### src/rtl/core/fa_pkg.sv
package fa_pkg;

    localparam int FRAC_BITS = 8;
    localparam int DATA_W    = 32;
    localparam int QUO_W     = DATA_W + FRAC_BITS;
    localparam int PROD_W    = 2 * DATA_W;
    localparam int EXT_W     = QUO_W + 1;
    localparam int QUEUE_DEPTH = 4;
    localparam int QUEUE_AW    = $clog2(QUEUE_DEPTH);

    typedef enum logic [3:0] {
        OP_ADD      = 4'd0,
        OP_SUB      = 4'd1,
        OP_MUL      = 4'd2,
        OP_DIV      = 4'd3,
        OP_GT       = 4'd4,
        OP_GE       = 4'd5,
        OP_LT       = 4'd6,
        OP_LE       = 4'd7,
        OP_EQ       = 4'd8,
        OP_NE       = 4'd9,
        OP_MIN      = 4'd10,
        OP_MAX      = 4'd11,
        OP_INC      = 4'd12,
        OP_DEC      = 4'd13,
        OP_FROM_INT = 4'd14,
        OP_TO_INT   = 4'd15
    } t_op;

    typedef enum logic [1:0] {
        KIND_DONE = 2'd0,
        KIND_MUL  = 2'd1,
        KIND_DIV  = 2'd2
    } t_kind;

    typedef struct packed {
        t_kind              kind;
        logic [DATA_W-1:0]  res;
        logic               cmp;
        logic               dbz;
        logic               ovf;
        logic               neg;
        logic [DATA_W-1:0]  mag_a;
        logic [DATA_W-1:0]  mag_b;
    } t_item;

    typedef struct packed {
        t_item              item;
        logic [PROD_W-1:0]  prod;
        logic [DATA_W:0]    rem;
        logic [QUO_W-1:0]   quo;
        logic [QUO_W-1:0]   dvd;
    } t_work;

    typedef struct packed {
        logic [DATA_W-1:0] res;
        logic              cmp;
        logic              dbz;
        logic              ovf;
    } t_result;

endpackage

### src/rtl/core/fa_queue.sv
module fa_queue (
    input  logic          i_clk,
    input  logic          i_rst_n,
    input  logic          i_push,
    input  fa_pkg::t_item i_item,
    output logic          o_full,
    input  logic          i_pop,
    output logic          o_valid,
    output fa_pkg::t_item o_item
);
    import fa_pkg::*;

    t_item                 r_mem [0:QUEUE_DEPTH-1];
    logic [QUEUE_AW-1:0]   r_wp;
    logic [QUEUE_AW-1:0]   r_rp;
    logic [QUEUE_AW:0]     r_cnt;
    logic                  do_push;
    logic                  do_pop;

    assign o_full  = r_cnt == (QUEUE_AW+1)'(QUEUE_DEPTH);
    assign o_valid = r_cnt != '0;
    assign o_item  = r_mem[r_rp];
    assign do_push = i_push && !o_full;
    assign do_pop  = i_pop && o_valid;

    always_ff @(posedge i_clk) begin
        if (do_push) begin
            r_mem[r_wp] <= i_item;
        end
        if (!i_rst_n) begin
            r_wp  <= '0;
            r_rp  <= '0;
            r_cnt <= '0;
        end else begin
            if (do_push) begin
                r_wp <= r_wp + 1'b1;
            end
            if (do_pop) begin
                r_rp <= r_rp + 1'b1;
            end
            r_cnt <= r_cnt + (QUEUE_AW+1)'(do_push) - (QUEUE_AW+1)'(do_pop);
        end
    end

endmodule

### config.mk
export PLATFORM = sky130hd
export DESIGN_NAME = fa_queue
export DESIGN_NICKNAME = d
export VERILOG_FILES = /design/src/rtl/core/fa_pkg.sv /design/src/rtl/core/fa_queue.sv
export SDC_FILE = /design/constraint.sdc
export NUM_CORES = 1
export LEC_CHECK = 0
export ABC_CLOCK_PERIOD_IN_PS = 8800
export BUFFER_PORTS_ARGS = -buffer_cell sky130_fd_sc_hd__buf_2
export CAP_MARGIN = 10
export CORE_MARGIN = 2
export CORE_UTILIZATION = 30
export CTS_BUF_LIST = sky130_fd_sc_hd__clkbuf_16
export CTS_CLUSTER_DIAMETER = 100
export DETAILED_ROUTE_END_ITERATION = 12
export HOLD_SLACK_MARGIN = 0.08
export PLACE_DENSITY = 0.54
export SLEW_MARGIN = 20
export SYNTH_ARGS = -nofsm -noshare
export SYNTH_HDL_FRONTEND = slang
export SYNTH_SLANG_ARGS = --single-unit
### constraint.sdc
create_clock -name i_clk -period 8.8 [get_ports i_clk]
set_clock_uncertainty 0.2 [all_clocks]
set_input_delay 1.32 -clock i_clk [delete_from_list [all_inputs] [get_ports i_clk]]
set_output_delay 1.32 -clock i_clk [all_outputs]
set_load 0.05 [all_outputs]
Yosys cells after proc, flatten, opt, wreduce, memory -nomap -nowiden
Memories as Yosys holds them, arrays and structs flattened. A register that Yosys moved wholly into a read port is not among the register bits.
Cells that the tools add are included.
{"block": "totals", "register_bits": 7, "ram_bits": 408, "input_bits": 106, "output_inout_bits": 104, "word_cells": 17, "mem_count": 1}
{"memory": "r_mem", "words": 4, "width": 102, "rd": 1, "rd_clocked_by_memory_dff": 1, "wr": 1, "line_no": "fa_queue.sv:13", "source": "t_item r_mem [0:QUEUE_DEPTH-1];"}
{"block": "op_classes", "addsub": 4, "eq_ne": 1, "muxes": 4, "reduce_logical": 4}
{"cell": "2-bit by 1-bit adder with 2-bit output, second input constant", "count": 2}
{"cell": "2-bit 2-to-1 mux", "count": 2}
{"cell": "3-bit by 1-bit adder with 3-bit output", "count": 1}
{"cell": "3-bit equality test, second input constant", "count": 1}
{"cell": "3-bit nonzero test", "count": 1}
{"cell": "3-bit by 1-bit subtractor with 3-bit output", "count": 1}
{"cell": "1-bit logical AND", "count": 2}
{"cell": "1-bit 2-to-1 mux", "count": 2}
{"cell": "1-bit logical NOT", "count": 1}

Depth between registers and ports, before layout
Gate-level depths: netlist (run 1).
{"block": "depth", "depth_word": 5, "ltp_mapped": 12, "depth_no_buf": 11}

Least setup slack after synthesis (run 1)
No wires, ideal clock.
{"block": "synth_timing", "kind": "input to register", "from": "in i_push", "to": "mem r_mem[0][0] in the netlist's numbering, enable pin", "arrival_ns": 4.061, "setup_slack_ns": 4.066, "stages": 3, "path_buffers": 1, "path_cell_list": "nor2b_1 clkbuf_1 and2_1"}
{"block": "synth_between", "elab_chain_cells": 3}
{"item": "start: declaration", "line_no": "fa_queue.sv:4", "source": "input logic i_push,"}
{"item": "1-bit logical AND", "line_no": "fa_queue.sv:23", "source": "assign do_push = i_push && !o_full;"}
{"item": "1-bit 2-to-1 mux", "line_no": "fa_queue.sv:27", "source": "if (do_push) begin"}
{"item": "1-bit 2-to-1 mux (implied by the code)", "line_no": "fa_queue.sv:28", "source": "r_mem[r_wp] <= i_item;"}
{"item": "end: declaration", "line_no": "fa_queue.sv:13"}
Every way passes these cells.

==> flow_metrics.py, run 1 <==
metrics = {
    "timing": {
        "finalSetupTns_ns": 0,
        "finalCritPeriodShare_pct": 51.6,
        "hold_viol": 0,
        "slew_headroom_pct": 35.4,
        "rsz0062_at_grt": "no",
        "finalSetupViolCount": 0,
        "maxSlewViolCount": 0,
        "tightest_slew_ns": 0.968,
        "fmax_ghz": 0.220,
        "fin_crit_ns": 4.54,
    },
    "synth": {
        "yosysSeqAreaShare_pct": 81.9,
        "synthSimpleGateAreaFrac_pct": 0.643,
        "synth_fa_ha_area_share_pct": 0.626,
        "syn_inst": 580,
        "synth_cell_types": 18,
        "yosys_warnings": 0,
        "synth-seq-cells": 417,
        "muxShareOfSynthArea_pct": 15.3,
        "syn-cell-area_um2": 15200,
        "syn_avg_cell_area_um2": 26.2,
        "synth_top_family_by_area": "multiplexers",
        "synth_compound_area_share_pct": 0.115,
        "synth_xor_area_share_pct": 0.231,
        "syn-num-nets": 693,
    },
    "drt": {
        "vias": 6724,
        "detail_route.vias_per_cell": 4.43,
        "first_iter_violations": 409,
        "drc": 0,
        "postRouteWirelength_um": 30400,
        "dr.pass1.iters": 4,
        "post_drt_wl_per_cell_um": 20.0,
        "ant_nets": 0,
    },
    "critical_path": {
        "max_stage_delay_ns": 0.78,
        "endpoint_kind": "primary output",
        "worstPathCellList": "buf_4, mux4_2, buf_2",
        "cp_data_arrival_time_ns": 3.02,
        "cp_num_cells": 3,
        "crit_fanout": 34,
        "critPathLaunchType": "register",
        "rr_worst_depth": 4,
        "required_ns": 7.28,
        "worstSetupPathType": "register to primary output",
        "cpLargestDelayFamily": "buffers and inverters",
        "rr_startpoint": "r_cnt[1]",
        "slowest_stage": "dfxtp_4",
        "crit_buf_inv": 2,
    },
    "layout": {
        "area_growth_pct": 20.9,
        "fin_nets": 931,
        "final_area_um2": 18400,
        "drive_above_1_share_pct": 45.0,
        "nFillCells": 4671,
        "multiInputGateArea_um2": 2570,
        "ff_latch_area_um2": 12400,
        "antennaDiodeCount": 0,
    },
    "grt": {
        "met3_usage_pct": 3.98,
        "gr-usage-met2_pct": 18.1,
        "first_global_vias": 7431,
        "grt_pass1_wl_um": 46300,
        "antenna_found_initial": 7,
        "grt_overflow_total": 0,
        "grt_start_max_net_pins": 61,
        "top_usage_layer": "met2",
        "met1_usage_pct": 15.8,
        "gr-usage-all-layers_pct": 11.8,
    },
    "clock_tree": {
        "cts_buffers": 44,
        "hold_buffers": 0,
        "clk_pin_slew_worst_paths_ns": 0.05,
        "cts_max_level": 2,
        "postCtsSetupBuffers": 0,
        "cts_max_path_buffers": 3,
        "clock-sinks": 417,
        "cts_tree": "built",
        "cts_resized": 0,
        "clock_latency_ns": 0.55,
        "root_buffer": "clkbuf_16",
    },
    "job": {
        "cap_viol_max_count": 0,
    },
    "pwr": {
        "max-vdd-ir-drop_uv": 208,
        "p_leak_uw": 0.00606,
        "p_per_area_nw_per_um2": 327,
        "p_total_uw": 6000,
    },
    "floorplan": {
        "rows": 82,
        "die_h_um": 229,
        "io_pins": 210,
        "die_x_um": 229,
        "core-area_um2": 50100,
        "die_area_um2": 52400,
        "start_util_pct": 30.3,
    },
    "min_path": {
        "hp-class": "register to register",
        "hp-start": "r_wp[1]",
        "holdPathStages": 2,
    },
    "place": {
        "placed_area_um2": 17000,
        "place_hpwl_um": 17300,
        "gp_congestion": 0.686,
        "portBuffers": 209,
    },
    "run_status": {
        "status": "finished, final reports clean",
    },
}
==> cells in the final DEF, fill, tap and decap left out, drive strengths merged <==
master and count:
and2 7, buf 216, bufinv 4, clkbuf 46
clkinv 15, dfxtp 9, edfxtp 408, fa 1
ha 6, inv 14, mux2i 2, mux4 102
nand2 4, nor2b 4, nor3b 1, o311ai 1
o31a 1, or3 1, xnor2 4
==> final cells by class <==
cell class	count	area share, %
Clock buffer	46	6.27
Clock inverter	28	1.32
Inverter	5	0.102
Multi-Input combinational cell	134	14.0
Sequential cell	417	67.7
Tap cell	672	4.58
Timing Repair Buffer	216	5.98
==> path summary, 6_finish.rpt <==
kind | to | slack [ns]
hold / removal | r_wp[1] | 0.31
setup / recovery | o_item[25] | 4.26
setup reg to reg | r_mem[3][1] | 5.50
hold reg to reg | r_wp[1] | 0.31
==> logic make-up after synthesis <==
kind of cell	Yosys count
simple gates	17
buf+inv	29
flops	417
compound gates	2
xor+xnor	4
fa+ha+maj	7
mux	104
==> cells in the mapped netlist <==
cell type | instances | area (um2)
and2_1 | 7 | 43.8
buf_2 | 10 | 50.1
buf_6 | 9 | 101
clkbuf_1 | 5 | 18.8
dfxtp_1 | 9 | 180
edfxtp_1 | 408 | 12300
fa_1 | 1 | 20.0
ha_1 | 6 | 75.1
inv_1 | 5 | 18.8
mux2i_1 | 2 | 20.0
mux4_2 | 102 | 2300
nand2_1 | 4 | 15.0
nor2b_1 | 4 | 25.0
nor3b_1 | 1 | 7.51
o311ai_0 | 1 | 8.76
o31a_1 | 1 | 8.76
or3_1 | 1 | 6.26
xnor2_1 | 4 | 35.0
==> per-layer routing <==
layer  vias up  routed length, um  part of all wire, %
li1       2971                  -                    -
met1      3497              13500                   44
met2       194              14100                   46
met3        54               2120                  7.0
met4         8                687                  2.3
met5         -                 53                 0.17
==> worst register-to-register path, stage by stage (launching register included) <==
cell and delay [ns]:
dfxtp_1 0.46, nor3b_1 0.10, nor2b_1 0.49, and2_4 0.79, buf_4 0.88
==> metrics by stage <==
stage	util (%)	instances	worst slack, ns	hold slack, ns
2_1_floorplan	-	580	4.07	0.268
3_3_place_gp	33.9	1444	4.57	0.284
3_5_place_dp	33.9	1444	4.56	0.305
4_1_cts	36.7	1518	4.08	0.312
5_1_grt	36.7	1518	3.95	0.351
6_report	36.7	1518	4.26	0.313
==> sequential cells by signal, summed over array words and instances (netlist names), named ones only <==
| name | cells |
|---|---|
| r_cnt | 3 |
| r_mem | 408 |
| r_rp | 2 |
| r_wp | 2 |
==> power breakdown <==
part	internal (uW)	switching [uW]	leakage, uW	total (uW)
Combinational	509	1200	0.00153	1700
Clock	1060	734	0.000712	1790
Sequential	2410	97.0	0.00381	2510
Total	3970	2030	0.00606	6000
No activity file was read; power rests on OpenSTA's default activity.
==> inputs of run 2 (changes only) <==
ABC_AREA = 1   (was unset)
ABC_CLOCK_PERIOD_IN_PS = 4670   (was 8800)
clock period = 4.67 ns   (was 8.8 ns; I/O delays follow)
==> flow_metrics.py, run 2 <==
metrics = {
    "clock_tree": {
        "cts_max_level": 2,
        "root_buffer": "clkbuf_16",
        "clk_pin_slew_worst_paths_ns": 0.06,
        "cts_tree": "built",
        "cts_max_path_buffers": 3,
        "postCtsSetupBuffers": 0,
        "clock-sinks": 417,
        "cts_buffers": 45,
        "clock_latency_ns": 0.54,
        "hold_buffers": 0,
        "cts_resized": 0,
    },
    "run_status": {
        "status": "finished, final reports clean",
    },
    "pwr": {
        "p_leak_uw": 0.00642,
        "p_per_area_nw_per_um2": 605,
        "max-vdd-ir-drop_uv": 339,
    },
    "drt": {
        "post_drt_wl_per_cell_um": 18.0,
        "ant_nets": 0,
        "drc": 0,
        "detail_route.vias_per_cell": 4.72,
        "vias": 9296,
        "postRouteWirelength_um": 35400,
        "first_iter_violations": 487,
        "dr.pass1.iters": 4,
    },
    "synth": {
        "synth_enable_flop_cells": 408,
        "synth_top_family_by_area": "compound AO/OA/AOI/OAI gates",
        "yosysMostFrequentCell": "edfxtp_1",
        "synth-seq-cells": 417,
        "synth_fa_ha_area_share_pct": 0.612,
        "synth_area_leaders": "edfxtp_1 79%, nor2_1 5.2%, o21ai_0 4.7%, o22ai_1 4.1%, o21ai_1 1.9%",
        "syn-num-nets": 1165,
        "ys.flop_type": "edfxtp_1",
        "muxShareOfSynthArea_pct": 0,
        "syn-cell-area_um2": 15500,
        "syn_avg_cell_area_um2": 14.8,
        "syn_inst": 1052,
        "synth_top_cell_by_area": "edfxtp_1",
        "synthSimpleGateAreaFrac_pct": 5.62,
        "yosys_warnings": 0,
        "synth_commonest_cells": "408 x edfxtp_1, 216 x nor2_1, 145 x o21ai_0",
        "yosysSeqAreaShare_pct": 80.0,
        "synth_compound_area_share_pct": 10.9,
        "synth_top_area_share_pct": 78.8,
        "synth_xor_area_share_pct": 0,
        "postSynth.asyncResetShare_pct": 0,
        "synth_cell_types": 18,
    },
    "floorplan": {
        "rows": 83,
        "core-area_um2": 51300,
        "die_area_um2": 53700,
        "io_pins": 210,
        "die_x_um": 232,
        "start_util_pct": 30.3,
        "die_h_um": 232,
    },
    "layout": {
        "top_regs": "r_mem: 408 flops, r_cnt: 3 flops",
        "final_area_um2": 18600,
        "final_cell_mix": "408 x edfxtp_1, 212 x nor2_1, 209 x buf_2",
        "drive_above_1_share_pct": 22.2,
        "utilization_pct": 36.3,
        "nFillCells": 4944,
        "fin_nets": 1369,
        "area_growth_pct": 19.7,
        "regMostFlops": "r_mem",
        "largest_reg_flops": 408,
        "mostFrequentLayoutCell": "edfxtp_1",
    },
    "critical_path": {
        "crit_fanout": 99,
        "worstSetupPathType": "register to primary output",
        "required_ns": 3.77,
        "cp_data_arrival_time_ns": 2.54,
        "r2r_slack_ns": 2.02,
        "critPathLaunchType": "register",
        "endpoint_kind": "primary output",
    },
    "grt": {
        "grt_pass1_wl_um": 53500,
        "grt_overflow_total": 0,
        "grt_start_max_net_pins": 131,
        "antenna_found_initial": 5,
        "first_global_vias": 9285,
        "gr-usage-all-layers_pct": 13.0,
    },
    "place": {
        "placed_area_um2": 17300,
        "place_hpwl_um": 18500,
        "portBuffers": 209,
        "dpl_worst_slack_ns": 1.76,
        "gp_congestion": 0.706,
    },
    "min_path": {
        "hp-class": "primary input to register",
    },
    "timing": {
        "fmax_ghz": 0.290,
        "fin_crit_ns": 3.44,
        "tightest_slew_ns": 0.842,
        "setup_slack_ns": 1.23,
        "slew_headroom_pct": 43.7,
        "finalCritPeriodShare_pct": 73.7,
        "rsz0062_at_grt": "no",
        "finalSetupViolCount": 0,
        "hold_viol": 0,
        "maxSlewViolCount": 0,
        "whs_ns": 0.159,
    },
    "job": {
        "cap_viol_max_count": 0,
    },
}
## run 2: changes by cell type in the layout (fill, tap and decap cells not counted), moves of 13 or more
cell,previous run,this run
o21ai_1,0,60
nor2_1,0,212
o22ai_1,0,102
inv_1,13,26
o21ai_0,0,145
mux4_2,102,0
## run 2: where the power goes
group / switching, uW / internal (uW)
clock: 1360 / 1790
sequential: 103 / 4560
combinational: 2740 / 706
total: 4210 / 7060
## run 2: cells by family (layout without fill, tap and decap cells)
logic type,Yosys count,count (layout)
flops,417,417
compound gates,313,313
fa+ha+maj,7,7
other cells,0,2
buf+inv,83,318
simple gates,232,232
## run 2: through the flow
| step | power (uW) | setup TNS, ns | cells |
|---|---|---|---|
| finish | 11300 | 0 | 1969 |
| global route | 11800 | 0 | 1968 |
| CTS | 11400 | 0 | 1967 |
| floorplan | 7370 | -472.29 | 1052 |
| detailed placement | 8250 | 0 | 1889 |
| global placement | 8220 | 0 | 1889 |
## run 2: per-layer routing
metal  global-route usage, %  part of all wire (%)  routed length [um]  vias to the layer above
met2                    21.4                    48               17000                      220
met3                    3.63                   6.1                2170                       61
li1                        -                     -                   -                     4382
met5                       0                  0.12                  44                        -
met4                    3.87                   2.2                 763                        6
met1                    16.8                    43               15400                     4627
## run 2: worst max-delay path, stage by stage (launching register included)
cell	delay [ns]
dfxtp_4	0.36
inv_6	0.49
buf_12	0.35
nor2_1	0.07
o22ai_1	0.26
buf_2	0.32
## run 2: layout make-up
| cell class | count | area (um2) | area share (%) |
|---|---|---|---|
| flip-flops and latches | 417 | 12400 | 66.8 |
| multi-input cells | 552 | 2700 | 14.5 |
| repair buffers | 223 | 1250 | 6.72 |
| clock buffers | 45 | 1130 | 6.05 |
| well taps | 680 | 851 | 4.57 |
| clock inverters | 33 | 170 | 0.914 |
| inverters | 17 | 70.1 | 0.376 |
| diodes | 2 | 5.00 | 0.0269 |
## run 2: final timing paths
check / start / to / cells past startpoint
worst max-delay path: register / o_item[78] / 5
worst min-delay path: i_item[47] / r_mem[0][47] / 1
worst max register to register: r_cnt[1] / r_mem[1][61] / 5
worst min register to register: r_rp[0] / r_rp[0] / 2
==> inputs of run 3 (changes only) <==
ABC_CLOCK_PERIOD_IN_PS = 2800   (was 4670)
PLACE_DENSITY = 0.56   (was 0.54)
clock period = 2.8 ns   (was 4.67 ns; I/O delays follow)
==> flow_metrics.py, run 3 (same netlist as run 2, synthesis figures left out) <==
metrics = {
    "run_status": {
        "status": "finished, final reports clean",
    },
    "timing": {
        "tightest_slew_ns": 0.513,
        "slew_headroom_pct": 65.8,
        "fmax_ghz": 0.371,
        "hold_viol": 0,
        "fin_crit_ns": 2.69,
        "whs_ns": 0.292,
        "maxSlewViolCount": 0,
        "finalCritPeriodShare_pct": 96.2,
        "finalSetupViolCount": 0,
    },
    "floorplan": {
        "die_area_um2": 53700,
        "io_pins": 210,
        "start_util_pct": 30.3,
        "die_x_um": 232,
        "core-area_um2": 51300,
        "rows": 83,
        "die_h_um": 232,
    },
    "grt": {
        "grt_overflow_total": 0,
        "grt_start_max_net_pins": 109,
        "first_global_vias": 9744,
        "gr-usage-all-layers_pct": 13.5,
        "grt_pass1_wl_um": 55800,
        "antenna_found_initial": 2,
    },
    "layout": {
        "fin_nets": 1485,
        "mostFrequentLayoutCell": "edfxtp_1",
        "final_area_um2": 20100,
        "top_regs": "r_mem: 408 flops, r_cnt: 3 flops",
        "utilization_pct": 39.1,
        "drive_above_1_share_pct": 21.8,
        "area_growth_pct": 29.0,
        "largest_reg_flops": 408,
        "regMostFlops": "r_mem",
        "final_cell_mix": "408 x edfxtp_1, 211 x nor2_1, 197 x buf_2",
    },
    "pwr": {
        "internal_power_uw": 12200,
        "combinationalPowerShare_pct": 32.4,
        "p_per_area_nw_per_um2": 974,
        "max-vdd-ir-drop_uv": 542,
        "p_total_uw": 19500,
        "pwr-share-seq_pct": 39.8,
        "clkPwrFrac_pct": 27.8,
        "p_leak_uw": 0.00704,
        "switching_power_uw": 7310,
        "swShare_pct": 37.4,
    },
    "critical_path": {
        "worstPathCellList": "buf_16, o21ai_0, o22ai_1, buf_2",
        "max_stage_delay_ns": 0.51,
        "rr_worst_depth": 10,
        "critPathLaunchType": "register",
        "crit_fanout": 54,
        "slowest_stage": "dfxtp_4",
        "r2r_slack_ns": 0.58,
        "endpoint_kind": "primary output",
        "worstSetupPathType": "register to primary output",
        "rr_startpoint": "r_cnt[1]",
        "cp_data_arrival_time_ns": 2.07,
        "r2r_end": "r_cnt[2]",
        "required_ns": 2.18,
    },
    "drt": {
        "postRouteWirelength_um": 38600,
        "post_drt_wl_per_cell_um": 18.5,
        "vias": 9796,
        "dr.pass1.iters": 5,
        "detail_route.vias_per_cell": 4.70,
        "ant_nets": 0,
        "first_iter_violations": 596,
        "drc": 0,
    },
    "place": {
        "gp_congestion": 0.698,
        "portBuffers": 209,
        "place_hpwl_um": 19400,
        "placed_area_um2": 17500,
    },
    "job": {
        "cap_viol_max_count": 0,
    },
    "clock_tree": {
        "clock_latency_ns": 0.56,
        "cts_tree": "built",
        "cts_max_level": 2,
        "root_buffer": "clkbuf_16",
        "cts_max_path_buffers": 3,
        "clk_pin_slew_worst_paths_ns": 0.06,
        "cts_buffers": 45,
        "clock-sinks": 417,
    },
    "min_path": {
        "hp-class": "register to register",
        "hp-start": "r_rp[0]",
        "holdPathStages": 2,
    },
}
-- run 3: changes by cell type in the layout (fill, tap and decap cells not counted), sizes merged --
cell	previous run	this run
clkbuf	45	57
inv	27	31
clkinv	20	14
dlygate4sd3	0	105
buf	223	224
diode	2	1
-- run 3: worst max-delay path by stage --
stage                         from           to  slack, ns  cells after the start
after global placement    r_cnt[1]     r_cnt[2]       0.59                     10
after detailed placement  register   o_item[74]       0.58                      5
after floorplan           r_cnt[1]  r_mem[0][0]      0.009                      4
after CTS                 register   o_item[14]     -0.005                      4
after global routing      register   o_item[14]    -0.0005                      4
final                     register   o_item[73]       0.11                      4
-- run 3: layout make-up --
class	instances	area, um2
antenna	1	2.50
clock buffer	47	1180
clock inverter	31	169
fill	4833	31200
inverter	17	81.3
multi-input combinational	552	2720
sequential	417	12400
tap	680	851
timing repair buffer	339	2620
-- run 3: metal layers --
layer  vias up  global-route usage [%]  wire, um
met1      4856                    17.0     16400
met3        57                    3.69      2670
met4         2                    3.53       718
li1       4599                       -         -
met5         -                       0        13
met2       282                    23.0     18800
-- run 3: metrics by stage --
stage	setup WS [ns]	std cells	TNS, ns
floorplan	0.00863	1052	0
global placement	0.590	1895	0
detailed placement	0.579	1895	0
CTS	-0.00464	2078	-0.00464
global route	-0.000525	2084	-0.000525
finish	0.105	2084	0
-- run 3: timing repair --
item / CTS / global route
endpoints found under the hold margin: 417 / 0
gates cloned: 0 / 4
setup buffers: 0 / 1
resized for setup: 3 / 20
hold buffers: 105 / 0
setup endpoints to repair: 22 / 47
-- run 3: power by group through the flow --
| stage | registers [uW] | logic [uW] | clock network, uW |
|---|---|---|---|
| final | 7780 | 6320 | 5440 |
| after global routing | 7830 | 6760 | 5820 |
| after CTS | 7760 | 6170 | 5620 |
| after detailed placement | 7890 | 6030 | 0 |
| after global placement | 7870 | 5970 | 0 |
| after floorplan | 7870 | 4370 | 0 |
-- run 3: critical path: cells and delay by family, from the launching register on --
family	cells	cell delay, ns
flops	1	0.51
buf+inv	2	0.56
compound gates	2	0.35
